===== config.mk =====
export PLATFORM = sky130hd
export DESIGN_NAME = id3v2_text_frame_parser
export DESIGN_NICKNAME = d
export VERILOG_FILES = /design/src/hdl/idtp_pkg.sv /design/src/hdl/idtp_core.sv /design/src/hdl/idtp_outq.sv /design/src/hdl/id3v2_text_frame_parser.sv
export SDC_FILE = /design/constraint.sdc
export NUM_CORES = 1
export LEC_CHECK = 0
export BUFFER_PORTS_ARGS = -buffer_cell sky130_fd_sc_hd__buf_2
export CAP_MARGIN = 15
export CORE_MARGIN = 10
export CORE_UTILIZATION = 40
export DETAILED_ROUTE_END_ITERATION = 7
export HOLD_SLACK_MARGIN = 0.05
export PLACE_DENSITY = 0.53
export SETUP_SLACK_MARGIN = 0.2
export SLEW_MARGIN = 15
export SYNTH_ARGS = -nofsm -noshare
export SYNTH_HDL_FRONTEND = slang
export SYNTH_SLANG_ARGS = --single-unit

===== constraint.sdc =====
create_clock -name clk_i -period 9.65 [get_ports clk_i]
set_input_delay 1.93 -clock clk_i [delete_from_list [all_inputs] [get_ports clk_i]]
set_output_delay 1.93 -clock clk_i [all_outputs]
set_load 0.01 [all_outputs]

===== src/hdl/idtp_pkg.sv =====
package idtp_pkg;

  // Parser phases, one-hot.
  typedef enum logic [3:0] {
    PH_TAG_HDR   = 4'b0001,
    PH_FRAME_HDR = 4'b0010,
    PH_PAYLOAD   = 4'b0100,
    PH_DONE      = 4'b1000
  } phase_e;

  // Result kinds as seen on the output port.
  typedef enum logic [1:0] {
    KIND_FRAME_START = 2'd0,
    KIND_VALUE       = 2'd1,
    KIND_TAG_END     = 2'd2
  } kind_e;

  // Configuration register indexes.
  localparam logic CFG_PREFIX_CHAR = 1'b0;
  localparam logic CFG_SKIP_COUNT  = 1'b1;

  // Header layout: ten bytes for the tag header and for each frame header.
  localparam logic [3:0] HDR_BYTES     = 4'd10;
  localparam logic [3:0] TAG_SIZE_BYTE = 4'd6;
  localparam logic [3:0] ID_END_BYTE   = 4'd4;
  localparam logic [3:0] SIZE_END_BYTE = 4'd8;

  localparam int unsigned TAG_LEN_W = 28;
  localparam int unsigned OFFSET_W  = 33;

  // Register reset values.
  localparam logic [7:0] PREFIX_RESET = 8'd84;
  localparam logic [3:0] SKIP_RESET   = 4'd3;

  // Output queue depth in items; each item carries one or two results.
  localparam int unsigned QDEPTH = 2;
  localparam int unsigned QPTR_W = 1;
  localparam int unsigned QCNT_W = 2;

  // One queued item: a primary result, optionally followed by a tag end.
  typedef struct packed {
    kind_e       kind;
    logic [31:0] ident;
    logic [7:0]  value;
    logic        has_end;
  } item_t;

endpackage


===== src/hdl/idtp_core.sv =====
module idtp_core (
  input  logic           clk_i,
  input  logic           rst_ni,
  input  logic           cfg_we_i,
  input  logic           cfg_index_i,
  input  logic [7:0]     cfg_data_i,
  input  logic           take_i,
  input  logic [7:0]     data_byte_i,
  input  logic           new_file_i,
  output logic           push_o,
  output idtp_pkg::item_t item_o
);
  import idtp_pkg::*;

  logic [7:0]           prefix_q;
  logic [3:0]           skip_q;
  phase_e               phase_q, phase_d;
  logic [3:0]           hbc_q, hbc_d;
  logic [TAG_LEN_W-1:0] tl_q, tl_d;
  logic [OFFSET_W-1:0]  off_q, off_d;
  logic [31:0]          flen_q, flen_d;
  logic [31:0]          pc_q, pc_d;
  logic [31:0]          ident_q, ident_d;
  logic                 sel_q, sel_d;

  phase_e               ph;
  logic [3:0]           hbc;
  logic [3:0]           hbc_inc;
  logic [31:0]          pc_inc;
  logic [OFFSET_W-1:0]  off_sum;
  logic                 bnd;
  logic [OFFSET_W-1:0]  off_cmp;
  logic                 tag_end;
  logic                 emit;
  kind_e                emit_kind;
  logic [7:0]           emit_value;

  // Configuration registers.
  always_ff @(posedge clk_i or negedge rst_ni) begin
    if (!rst_ni) begin
      prefix_q <= PREFIX_RESET;
      skip_q   <= SKIP_RESET;
    end else if (cfg_we_i) begin
      case (cfg_index_i)
        CFG_PREFIX_CHAR: prefix_q <= cfg_data_i;
        CFG_SKIP_COUNT:  skip_q   <= cfg_data_i[3:0];
        default: ;
      endcase
    end
  end

  // A new file restarts at tag header byte 0. The length and ID registers
  // are fully shifted in again before use, so only phase and count restart.
  assign ph      = new_file_i ? PH_TAG_HDR : phase_q;
  assign hbc     = new_file_i ? 4'd0 : hbc_q;
  assign hbc_inc = hbc + 4'd1;
  assign pc_inc  = pc_q + 32'd1;

  // Per-byte state update and result selection.
  always_comb begin
    phase_d    = phase_q;
    hbc_d      = hbc_q;
    tl_d       = tl_q;
    off_d      = off_q;
    flen_d     = flen_q;
    pc_d       = pc_q;
    ident_d    = ident_q;
    sel_d      = sel_q;
    off_sum    = '0;
    bnd        = 1'b0;
    off_cmp    = off_q;
    emit       = 1'b0;
    emit_kind  = KIND_VALUE;
    emit_value = 8'd0;
    if (take_i) begin
      case (ph)
        PH_TAG_HDR: begin
          phase_d = PH_TAG_HDR;
          hbc_d   = hbc_inc;
          if (hbc >= TAG_SIZE_BYTE) begin
            tl_d = {tl_q[TAG_LEN_W-8:0], data_byte_i[6:0]};
          end
          if (hbc_inc >= HDR_BYTES) begin
            off_d   = '0;
            off_cmp = '0;
            bnd     = 1'b1;
          end
        end
        PH_FRAME_HDR: begin
          hbc_d = hbc_inc;
          if (hbc == 4'd0) begin
            sel_d = (data_byte_i == prefix_q);
          end
          if (hbc < ID_END_BYTE) begin
            ident_d = {ident_q[23:0], data_byte_i};
          end else if (hbc < SIZE_END_BYTE) begin
            flen_d = {flen_q[23:0], data_byte_i};
          end
          if (hbc_inc >= HDR_BYTES) begin
            emit      = sel_d;
            emit_kind = KIND_FRAME_START;
            off_sum   = off_q + {1'b0, flen_d} + OFFSET_W'(HDR_BYTES);
            off_d     = off_sum;
            off_cmp   = off_sum;
            pc_d      = '0;
            if (flen_d == 32'd0) begin
              bnd = 1'b1;
            end else begin
              phase_d = PH_PAYLOAD;
            end
          end
        end
        PH_PAYLOAD: begin
          emit       = sel_q && (pc_q >= {28'd0, skip_q});
          emit_kind  = KIND_VALUE;
          emit_value = data_byte_i;
          pc_d       = pc_inc;
          if (pc_inc >= flen_q) begin
            bnd = 1'b1;
          end
        end
        default: ;
      endcase
    end

    // Frame boundary: either the tag is finished or another frame follows.
    tag_end = bnd && (off_cmp >= {{(OFFSET_W-TAG_LEN_W){1'b0}}, tl_d});
    if (bnd) begin
      if (tag_end) begin
        phase_d = PH_DONE;
      end else begin
        phase_d = PH_FRAME_HDR;
        hbc_d   = 4'd0;
      end
    end
  end

  // Build the queued item; a lone tag end takes the primary slot.
  assign push_o         = emit || tag_end;
  assign item_o.kind    = emit ? emit_kind : KIND_TAG_END;
  assign item_o.ident   = emit ? ident_d : 32'd0;
  assign item_o.value   = emit ? emit_value : 8'd0;
  assign item_o.has_end = emit && tag_end;

  // Parser state.
  always_ff @(posedge clk_i or negedge rst_ni) begin
    if (!rst_ni) begin
      phase_q <= PH_TAG_HDR;
      hbc_q   <= '0;
      tl_q    <= '0;
      off_q   <= '0;
      flen_q  <= '0;
      pc_q    <= '0;
      ident_q <= '0;
      sel_q   <= 1'b0;
    end else begin
      phase_q <= phase_d;
      hbc_q   <= hbc_d;
      tl_q    <= tl_d;
      off_q   <= off_d;
      flen_q  <= flen_d;
      pc_q    <= pc_d;
      ident_q <= ident_d;
      sel_q   <= sel_d;
    end
  end

  // A two-result item always closes the tag.
  assert property (@(posedge clk_i) disable iff (!rst_ni)
    (push_o && item_o.has_end) |=> (phase_q == PH_DONE))
    else $error("two-result item did not end the tag");

  // Once done, the parser stays done until a new file starts.
  assert property (@(posedge clk_i) disable iff (!rst_ni)
    (phase_q == PH_DONE && !(take_i && new_file_i)) |=> (phase_q == PH_DONE))
    else $error("parser left done phase without a new file");

  // Value bytes are only produced in the payload phase of a selected frame.
  assert property (@(posedge clk_i) disable iff (!rst_ni)
    (push_o && item_o.kind == KIND_VALUE) |-> (sel_q && !new_file_i))
    else $error("value byte from an unselected frame");

endmodule


===== src/hdl/idtp_outq.sv =====
module idtp_outq (
  input  logic            clk_i,
  input  logic            rst_ni,
  input  logic            push_i,
  input  idtp_pkg::item_t item_i,
  output logic            ready_o,
  output logic            out_valid_o,
  input  logic            out_ready_i,
  output logic [1:0]      kind_o,
  output logic [31:0]     frame_ident_o,
  output logic [7:0]      value_byte_o,
  output logic            last_of_run_o
);
  import idtp_pkg::*;

  item_t             mem_q [QDEPTH];
  logic [QPTR_W-1:0] wr_ptr_q;
  logic [QPTR_W-1:0] rd_ptr_q;
  logic [QCNT_W-1:0] cnt_q;
  logic              sub_q;
  item_t             head;
  logic              pop;
  logic              adv;

  assign head        = mem_q[rd_ptr_q];
  assign ready_o     = (cnt_q != QCNT_W'(QDEPTH));
  assign out_valid_o = (cnt_q != '0);
  assign pop         = out_valid_o && out_ready_i;
  // The head item retires after its last result is transferred.
  assign adv         = pop && (sub_q || !head.has_end);

  // Present the primary result, then the trailing tag end if there is one.
  always_comb begin
    if (sub_q) begin
      kind_o        = KIND_TAG_END;
      frame_ident_o = 32'd0;
      value_byte_o  = 8'd0;
      last_of_run_o = 1'b1;
    end else begin
      kind_o        = head.kind;
      frame_ident_o = head.ident;
      value_byte_o  = head.value;
      last_of_run_o = !head.has_end;
    end
  end

  // Item storage.
  always_ff @(posedge clk_i) begin
    if (push_i) begin
      mem_q[wr_ptr_q] <= item_i;
    end
  end

  // Pointers, fill count and result index within the head item.
  always_ff @(posedge clk_i or negedge rst_ni) begin
    if (!rst_ni) begin
      wr_ptr_q <= '0;
      rd_ptr_q <= '0;
      cnt_q    <= '0;
      sub_q    <= 1'b0;
    end else begin
      if (push_i) begin
        wr_ptr_q <= wr_ptr_q + 1'b1;
      end
      if (adv) begin
        rd_ptr_q <= rd_ptr_q + 1'b1;
        sub_q    <= 1'b0;
      end else if (pop) begin
        sub_q    <= 1'b1;
      end
      cnt_q <= cnt_q + QCNT_W'(push_i) - QCNT_W'(adv);
    end
  end

  // No item is written into a full queue.
  assert property (@(posedge clk_i) disable iff (!rst_ni)
    push_i |-> (cnt_q != QCNT_W'(QDEPTH)))
    else $error("push into full output queue");

  // The second result is only pending for an item that carries a tag end.
  assert property (@(posedge clk_i) disable iff (!rst_ni)
    sub_q |-> (out_valid_o && head.has_end))
    else $error("pending tag end without a two-result item");

  // A transfer that is not last is followed by the tag end of the same item.
  assert property (@(posedge clk_i) disable iff (!rst_ni)
    (pop && !last_of_run_o) |=> (out_valid_o && kind_o == KIND_TAG_END && last_of_run_o))
    else $error("missing tag end after first result of a run");

endmodule


===== src/hdl/id3v2_text_frame_parser.sv =====
// Streaming tag parser: takes one file byte per cycle on the input channel and
// emits frame-start, value-byte and tag-end results for frames whose ID begins
// with the configured character. Each byte is handled in the cycle it is
// transferred, so the input sustains one byte per clock. Results leave through
// a two-item queue, one result per cycle while out_ready_i is high; a byte that
// yields two results (an emitted last payload byte of a selected frame, or the
// header of a selected zero-size frame, when the tag also ends there) leaves as
// two transfers. The input only stalls when the queue holds two items whose
// results have not all been transferred yet.
// Configuration writes take effect at once and are meant for idle periods.
module id3v2_text_frame_parser (
  input  logic        clk_i,
  input  logic        rst_ni,
  input  logic        cfg_we_i,
  input  logic        cfg_index_i,
  input  logic [7:0]  cfg_data_i,
  input  logic        in_valid_i,
  output logic        in_ready_o,
  input  logic [7:0]  data_byte_i,
  input  logic        new_file_i,
  output logic        out_valid_o,
  input  logic        out_ready_i,
  output logic [1:0]  kind_o,
  output logic [31:0] frame_ident_o,
  output logic [7:0]  value_byte_o,
  output logic        last_of_run_o
);
  import idtp_pkg::*;

  logic  take;
  logic  push;
  item_t item;

  // A byte is processed in the cycle of its transfer.
  assign take = in_valid_i && in_ready_o;

  idtp_core u_core (
    .clk_i       (clk_i),
    .rst_ni      (rst_ni),
    .cfg_we_i    (cfg_we_i),
    .cfg_index_i (cfg_index_i),
    .cfg_data_i  (cfg_data_i),
    .take_i      (take),
    .data_byte_i (data_byte_i),
    .new_file_i  (new_file_i),
    .push_o      (push),
    .item_o      (item)
  );

  idtp_outq u_outq (
    .clk_i         (clk_i),
    .rst_ni        (rst_ni),
    .push_i        (push),
    .item_i        (item),
    .ready_o       (in_ready_o),
    .out_valid_o   (out_valid_o),
    .out_ready_i   (out_ready_i),
    .kind_o        (kind_o),
    .frame_ident_o (frame_ident_o),
    .value_byte_o  (value_byte_o),
    .last_of_run_o (last_of_run_o)
  );

endmodule

After elaboration in Yosys (flattened, before gate mapping)
Memories as Yosys holds them, arrays and structs flattened.
Cells that the tools add are included.
{"block": "totals", "in_bits": 23, "wordCells": 115, "mem_count": 1, "reg_bits": 183, "ram_bits": 86}
{"name": "u_outq.mem_q", "depth": 2, "width": 43, "read_ports": 1, "rd_clocked_by_memory_dff": 0, "wr": 1, "line_no": "idtp_outq.sv:16", "source": "item_t mem_q [QDEPTH];"}
{"block": "classes", "order_cmp": 7, "bitwise": 1, "muxes": 54, "n_reduce_logical": 22, "add_sub_neg": 8, "eq_ne": 8}
{"cell": "$mux W32", "n": 10}
{"cell": "$mux W33", "n": 3}
{"cell": "$mux W28", "n": 3}
{"cell": "$pmux W33 S2", "n": 1}
{"cell": "$pmux W32 S2", "n": 1}
{"cell": "$mux W4", "n": 11}
{"cell": "$add A33 B32 Y33", "n": 1}
{"cell": "$add A33 B4 Y33 const B", "n": 1}
{"cell": "$ge A33 B28 Y1", "n": 1}
{"cell": "$add A32 B1 Y32 const B", "n": 1}
{"cell": "$ge A32 B32 Y1", "n": 1}
{"cell": "$ge A32 B4 Y1", "n": 1}
{"cell": "$logic_not A32 Y1", "n": 1}
{"cell": "$mux W8", "n": 4}
{"cell": "$mux W1", "n": 14}
{"cell": "$eq A8 B8 Y1", "n": 1}
{"cell": "$mux W2", "n": 4}
{"cell": "$pmux W4 S2", "n": 1}
{"cell": "$reduce_bool A2 Y1", "n": 4}
{"cell": "$logic_and A1 B1 Y1", "n": 6}
{"cell": "$reduce_and A2 Y1", "n": 3}
{"cell": "$add A4 B1 Y4 const B", "n": 1}
{"cell": "$eq A4 B1 Y1 const B", "n": 1}
{"cell": "$eq A4 B2 Y1 const B", "n": 1}
{"cell": "other kinds (22)", "n": 24}

Depth between registers and ports, before layout
{"block": "depth", "depth_word": 16, "depth_mapped": 31, "mapped_depth_nobuf": 29}

By module
A second synthesis with hierarchy kept.
{"block": "hier_totals", "hier_cells": 1524, "hier_area_um2": 15572.4}
{"module": "idtp_core", "area_per_inst_um2": 12070.3, "cells_each": 1315, "instances": 1}
{"module": "idtp_outq", "area_per_inst_um2": 3495.9, "cells_each": 208, "instances": 1}
{"module": "id3v2_text_frame_parser", "area_per_inst_um2": 6.3, "cells_each": 1, "instances": 1}

Worst setup path after synthesis
Ideal clock, no wire load.
{"block": "synth_timing", "path_kind": "input to register", "startpoint": "in new_file_i", "endpoint": "mem u_outq.mem_q[1][0] (netlist name) (enable)", "setup_ns": 0.448, "t_required_ns": 9.202, "cell_stages": 27, "slack_ns": -0.085, "n_path_buf": 3, "t_arrival_ns": 9.286, "path_cell_list": "nor2b_1 > and2_0 > clkbuf_1 > clkbuf_1 > clkbuf_1 > nand2_1 > o21ai_0 > ha_1 > ha_1 > a21o_1 > and4_4 > a311oi_2 > a21oi_1 > or2_2 > a31oi_1 > o21ai_0 > xnor2_1 > o21ai_0 > ha_1 > nand3_1 > or2_2 > or4_1 > o21ai_0 > nor4_4 > o2111ai_4 > a21boi_4 > nor2b_1"}
{"block": "synth_between", "elab_chain_len": 16}
{"element": "start, declared", "line_no": "id3v2_text_frame_parser.sv:20", "source": "input logic new_file_i,"}
{"element": "$mux W4", "line_no": "idtp_core.sv:55", "source": "assign hbc = new_file_i ? 4'd0 : hbc_q;"}
{"element": "$lt A4 B4 Y1", "line_no": "idtp_core.sv:96", "source": "end else if (hbc < SIZE_END_BYTE) begin"}
{"element": "$mux W32", "line_no": "idtp_core.sv:96"}
{"element": "$mux W32", "line_no": "idtp_core.sv:94", "source": "if (hbc < ID_END_BYTE) begin"}
{"element": "$mux W32", "line_no": "idtp_core.sv:76", "source": "case (ph)"}
{"element": "$mux W32", "line_no": "idtp_core.sv:75", "source": "if (take_i) begin"}
{"element": "$add A33 B32 Y33", "line_no": "idtp_core.sv:102", "source": "off_sum = off_q + {1'b0, flen_d} + OFFSET_W'(HDR_BYTES);"}
{"element": "$add A33 B4 Y33", "line_no": "idtp_core.sv:102"}
{"element": "$mux W33"}
{"element": "$pmux W33 S2 (*)", "line_no": "idtp_core.sv:76"}
{"element": "$mux W33 (*)", "line_no": "idtp_core.sv:75"}
{"element": "net u_core.off_cmp[25]", "line_no": "idtp_core.sv:32", "source": "logic [OFFSET_W-1:0] off_cmp;"}
{"element": "$ge A33 B28 Y1 (*)", "line_no": "idtp_core.sv:127", "source": "tag_end = bnd && (off_cmp >= {{(OFFSET_W-TAG_LEN_W){1'b0}}, tl_d});"}
{"element": "$logic_and A1 B1 Y1 (*)", "line_no": "idtp_core.sv:127"}
{"element": "$logic_or A1 B1 Y1 (*)", "line_no": "idtp_core.sv:139", "source": "assign push_o = emit || tag_end;"}
{"element": "$mux W1 (*)", "line_no": "idtp_outq.sv:49", "source": "if (push_i) begin"}
{"element": "$mux W1 (not written as such) (*)", "line_no": "idtp_outq.sv:50", "source": "mem_q[wr_ptr_q] <= item_i;"}
{"element": "end, declared", "line_no": "idtp_outq.sv:16"}
The timed path passes the listed nets; every way through them passes the cells marked *. The select of a mux whose other input is x is not followed.

Worst setup path after layout
{"block": "layout_timing", "startpoint": "in new_file_i", "endpoint": "mem u_outq.mem_q[1][36] (netlist name) (enable)"}
Same word-level chain as after synthesis.

==> flow_metrics.tcl <==
set metrics [dict create \
    vias 11400 \
    cp.buffers_inverters 3 \
    final.setup.tns_ns 0 \
    maxCapViolCount 0 \
    synthCells 1555 \
    wl_per_cell_um 18.4 \
    worst_pin_slew_ns 1.05 \
    hold_path.class "register to register" \
    cp-start-kind "input port" \
    clk_pin_slew_ns 0.06 \
    crit_type "input port to register" \
    synth_area_leaders "dfrtp_1, edfxtp_1, ha_1" \
    synthArstFlopShare_pct 68.0 \
    synth-seq-cells 269 \
    cts_inserted_buffers 31 \
    synth_area_leader_cell "dfrtp_1" \
    setup_viol 0 \
    htree_num_levels 1 \
    cts.sinks 269 \
    yosysWarningCount 0 \
    clock.fmax_ghz 0.124 \
    hold_viol 0 \
    drv_slew 0 \
    grt_pass1_wl_um 63600 \
    antenna_found_initial 0 \
    synth.avg_cell_area_um2 10.0 \
    synth_edf_count 86 \
    cts_tree "done" \
    synth_top_cell_area_share_pct 28.4 \
    p_seq_share_pct 35.5 \
    synth_compound_area_share_pct 12.5 \
    cp_top_family "simple AND/OR/NAND/NOR gates" \
    synthAdderAreaFrac_pct 10.6 \
    syn_area_um2 15600 \
    finalCoreUtilization_pct 45.5 \
    p_int_mw 2.49 \
    fin_skew_ns 0.0308 \
    critPathRequiredTime_ns 9.89 \
    area_growth_pct 12.5 \
    multiInputGateArea_um2 7860 \
    cp-end-kind "register" \
    synth-xor-area-share_pct 4.02 \
    rsz0062_at_grt "no" \
    synthSimpleGateAreaFrac_pct 14.9 \
    postRouteAntennaNets 0 \
    dieArea_um2 47200 \
    p_leak_nw 8.12 \
    ys.flop_type "dfrtp_1" \
    cts_root_buffer "clkbuf_16" \
    post_cts_resized 0 \
    synth_top_family_by_area "simple AND/OR/NAND/NOR gates" \
    grt_pass1_vias 11500 \
    drtPass1Iterations 5 \
    placed_cell_area_um2 16500 \
    dp_hpwl_um 29000 \
    die_height_um 217 \
    fillerInstances 3751 \
    drc 0 \
    max_slew_margin_pct 29.9 \
    preCtsSetupSlack_ns 1.05 \
    n_antenna_cell 0 \
    clockBufferDepth 3 \
    layout_commonest_cell "dfrtp_1" \
    mostFrequentLayoutCells "dfrtp_1, nand2_1, nor2_1, o21ai_0, ha_1" \
    fin_area_um2 17500 \
    period_share_pct 83.6 \
    cp.arrival_ns 8.31 \
    rows 72 \
    regArea_um2 7170 \
    power_switching_mw 1.33 \
    power_frac_comb_pct 33.2 \
    powerDensity_nw_per_um2 218 \
    boundaryPins 68 \
    nets 1762 \
    cts_setup_buffers 0 \
    syn_nets 1710 \
    io_buffers 67 \
    wl_um 39600 \
    cp_slowest_cell "and2_2" \
    via_per_inst 5.31 \
    synth_seq_area_share_pct 46.0 \
    whs_ns 0.495 \
    ctsHoldBuffers 0 \
    core_area_um2 38600 \
    period_minus_slack_ns 8.06 \
    muxShareOfSynthArea_pct 8.24 \
    drive_above_1_share_pct 13.5 \
    finalWorstSetupSlack_ns 1.59 \
    worst-path-max-fanout 47 \
    clkLatencyLatePin_ns 0.59 \
    p_clk_share_pct 31.3 \
    swShare_pct 34.9 \
    grt_max_degree 120 \
    cpPeakStageDelay_ns 0.67 \
    yosysUniqueCellTypes 65 \
    die_x_um 217 \
    outcome "complete, no violations" \
    grt_use_total_pct 16.6 \
    vdd_drop_max_mv 0.130 \
    place_congestion 0.882 \
    initial_core_util_pct 40.4 \
    gr-total-overflow 0 \
    drt-initial-drc-count 766 \
]
-- sequential cells by signal (all words and copies together), names as in the netlist, named ones only --
| name | count |
|---|---|
| u_outq.mem_q | 86 |
| u_core.flen_q | 32 |
| u_core.ident_q | 32 |
| u_core.off_q | 32 |
| u_core.pc_q | 32 |
| u_core.tl_q | 28 |
| u_core.prefix_q | 8 |
| u_core.hbc_q | 4 |
| u_core.phase_q | 4 |
| u_core.skip_q | 4 |
| u_outq.cnt_q | 2 |
| u_core.sel_q | 1 |
| u_outq.rd_ptr_q | 1 |
| u_outq.sub_q | 1 |
| u_outq.wr_ptr_q | 1 |
-- stage by stage --
stage | std cells | power, mW
4_1_cts | 2150 | 3.88
3_5_place_dp | 2092 | 2.67
3_3_place_gp | 2092 | 2.65
5_1_grt | 2150 | 4.07
2_1_floorplan | 1555 | 2.25
6_report | 2150 | 3.82
-- per-layer routing --
layer,GRT usage [%],wire length (µm)
met1,21.4,18200
met5,0,0
met2,28.5,19100
met3,2.18,1360
met4,4.66,865
-- final cells by class --
| cell class | count | area share (%) |
|---|---|---|
| clock buffers | 35 | 4.51 |
| clock inverters | 23 | 1.40 |
| inverters | 90 | 1.93 |
| multi-input cells | 1133 | 44.8 |
| flip-flops and latches | 269 | 40.9 |
| well taps | 518 | 3.70 |
| repair buffers | 82 | 2.75 |
-- cell families (layout without fill, tap and decap cells) --
kind of cell | Yosys count | count (layout)
multiplexers | 121 | 121
adder cells (fa/ha/maj) | 132 | 132
flip-flops | 269 | 269
AND/OR/NAND/NOR | 486 | 486
buffers and inverters | 153 | 230
AO/OA/AOI/OAI | 324 | 324
XOR/XNOR | 70 | 70
-- final timing paths --
check,start,end,slack (ns),depth (start not counted)
setup / recovery,new_file_i,u_outq.mem_q[1][36],1.59,25
hold / removal,u_core.ident_q[29],u_core.ident_q[29],0.50,1
setup reg to reg,u_core.hbc_q[2],u_outq.mem_q[1][36],2.66,24
hold reg to reg,u_core.ident_q[29],u_core.ident_q[29],0.50,1
max in group asynchronous,rst_ni,u_core.ident_q[1],6.54,2
min in group asynchronous,rst_ni,u_core.tl_q[24],1.50,1
-- power groups by stage --
| stage | Clock, mW | Combinational [mW] | Sequential (mW) |
|---|---|---|---|
| 6_report | 1.20 | 1.27 | 1.36 |
| 5_1_grt | 1.27 | 1.43 | 1.37 |
| 3_5_place_dp | 0 | 1.29 | 1.38 |
| 3_3_place_gp | 0 | 1.27 | 1.37 |
| 2_1_floorplan | 0 | 0.907 | 1.34 |
| 4_1_cts | 1.23 | 1.29 | 1.36 |
-- cells in the mapped netlist (10+ instances only) --
| library cell | number |
|---|---|
| nor3_1 | 11 |
| nor2b_1 | 40 |
| dfrtp_1 | 177 |
| o21ai_0 | 136 |
| nand4_1 | 25 |
| a31oi_1 | 10 |
| mux2i_1 | 63 |
| a21o_1 | 11 |
| mux2_2 | 58 |
| and3_1 | 14 |
| buf_1 | 10 |
| nor4_1 | 21 |
| o31ai_1 | 16 |
| xor2_1 | 30 |
| and2_1 | 19 |
| inv_1 | 90 |
| a21oi_1 | 88 |
| ha_1 | 131 |
| xnor2_1 | 39 |
| nor2_1 | 141 |
| nand3_1 | 34 |
| edfxtp_1 | 86 |
| clkbuf_1 | 51 |
| nand2b_1 | 14 |
| nand2_1 | 145 |
-- worst register-to-register path, cell delays in order, from the launching register on --
cell	delay [ns]
dfrtp_1	0.44
nor2b_1	0.23
and2_2	0.67
mux2i_1	0.33
inv_1	0.11
ha_1	0.28
ha_1	0.38
and4_4	0.22
a311oi_2	0.33
a21oi_1	0.15
or2_2	0.33
a31oi_1	0.33
o21ai_0	0.18
xnor2_1	0.16
o21ai_0	0.13
ha_1	0.33
nand3_1	0.07
or2_2	0.30
or4_1	0.53
o21ai_0	0.34
nor4_4	0.07
o2111ai_4	0.19
a21boi_4	0.15
nor2b_4	0.15
buf_12	0.25
(Power assumes the default switching activity.)
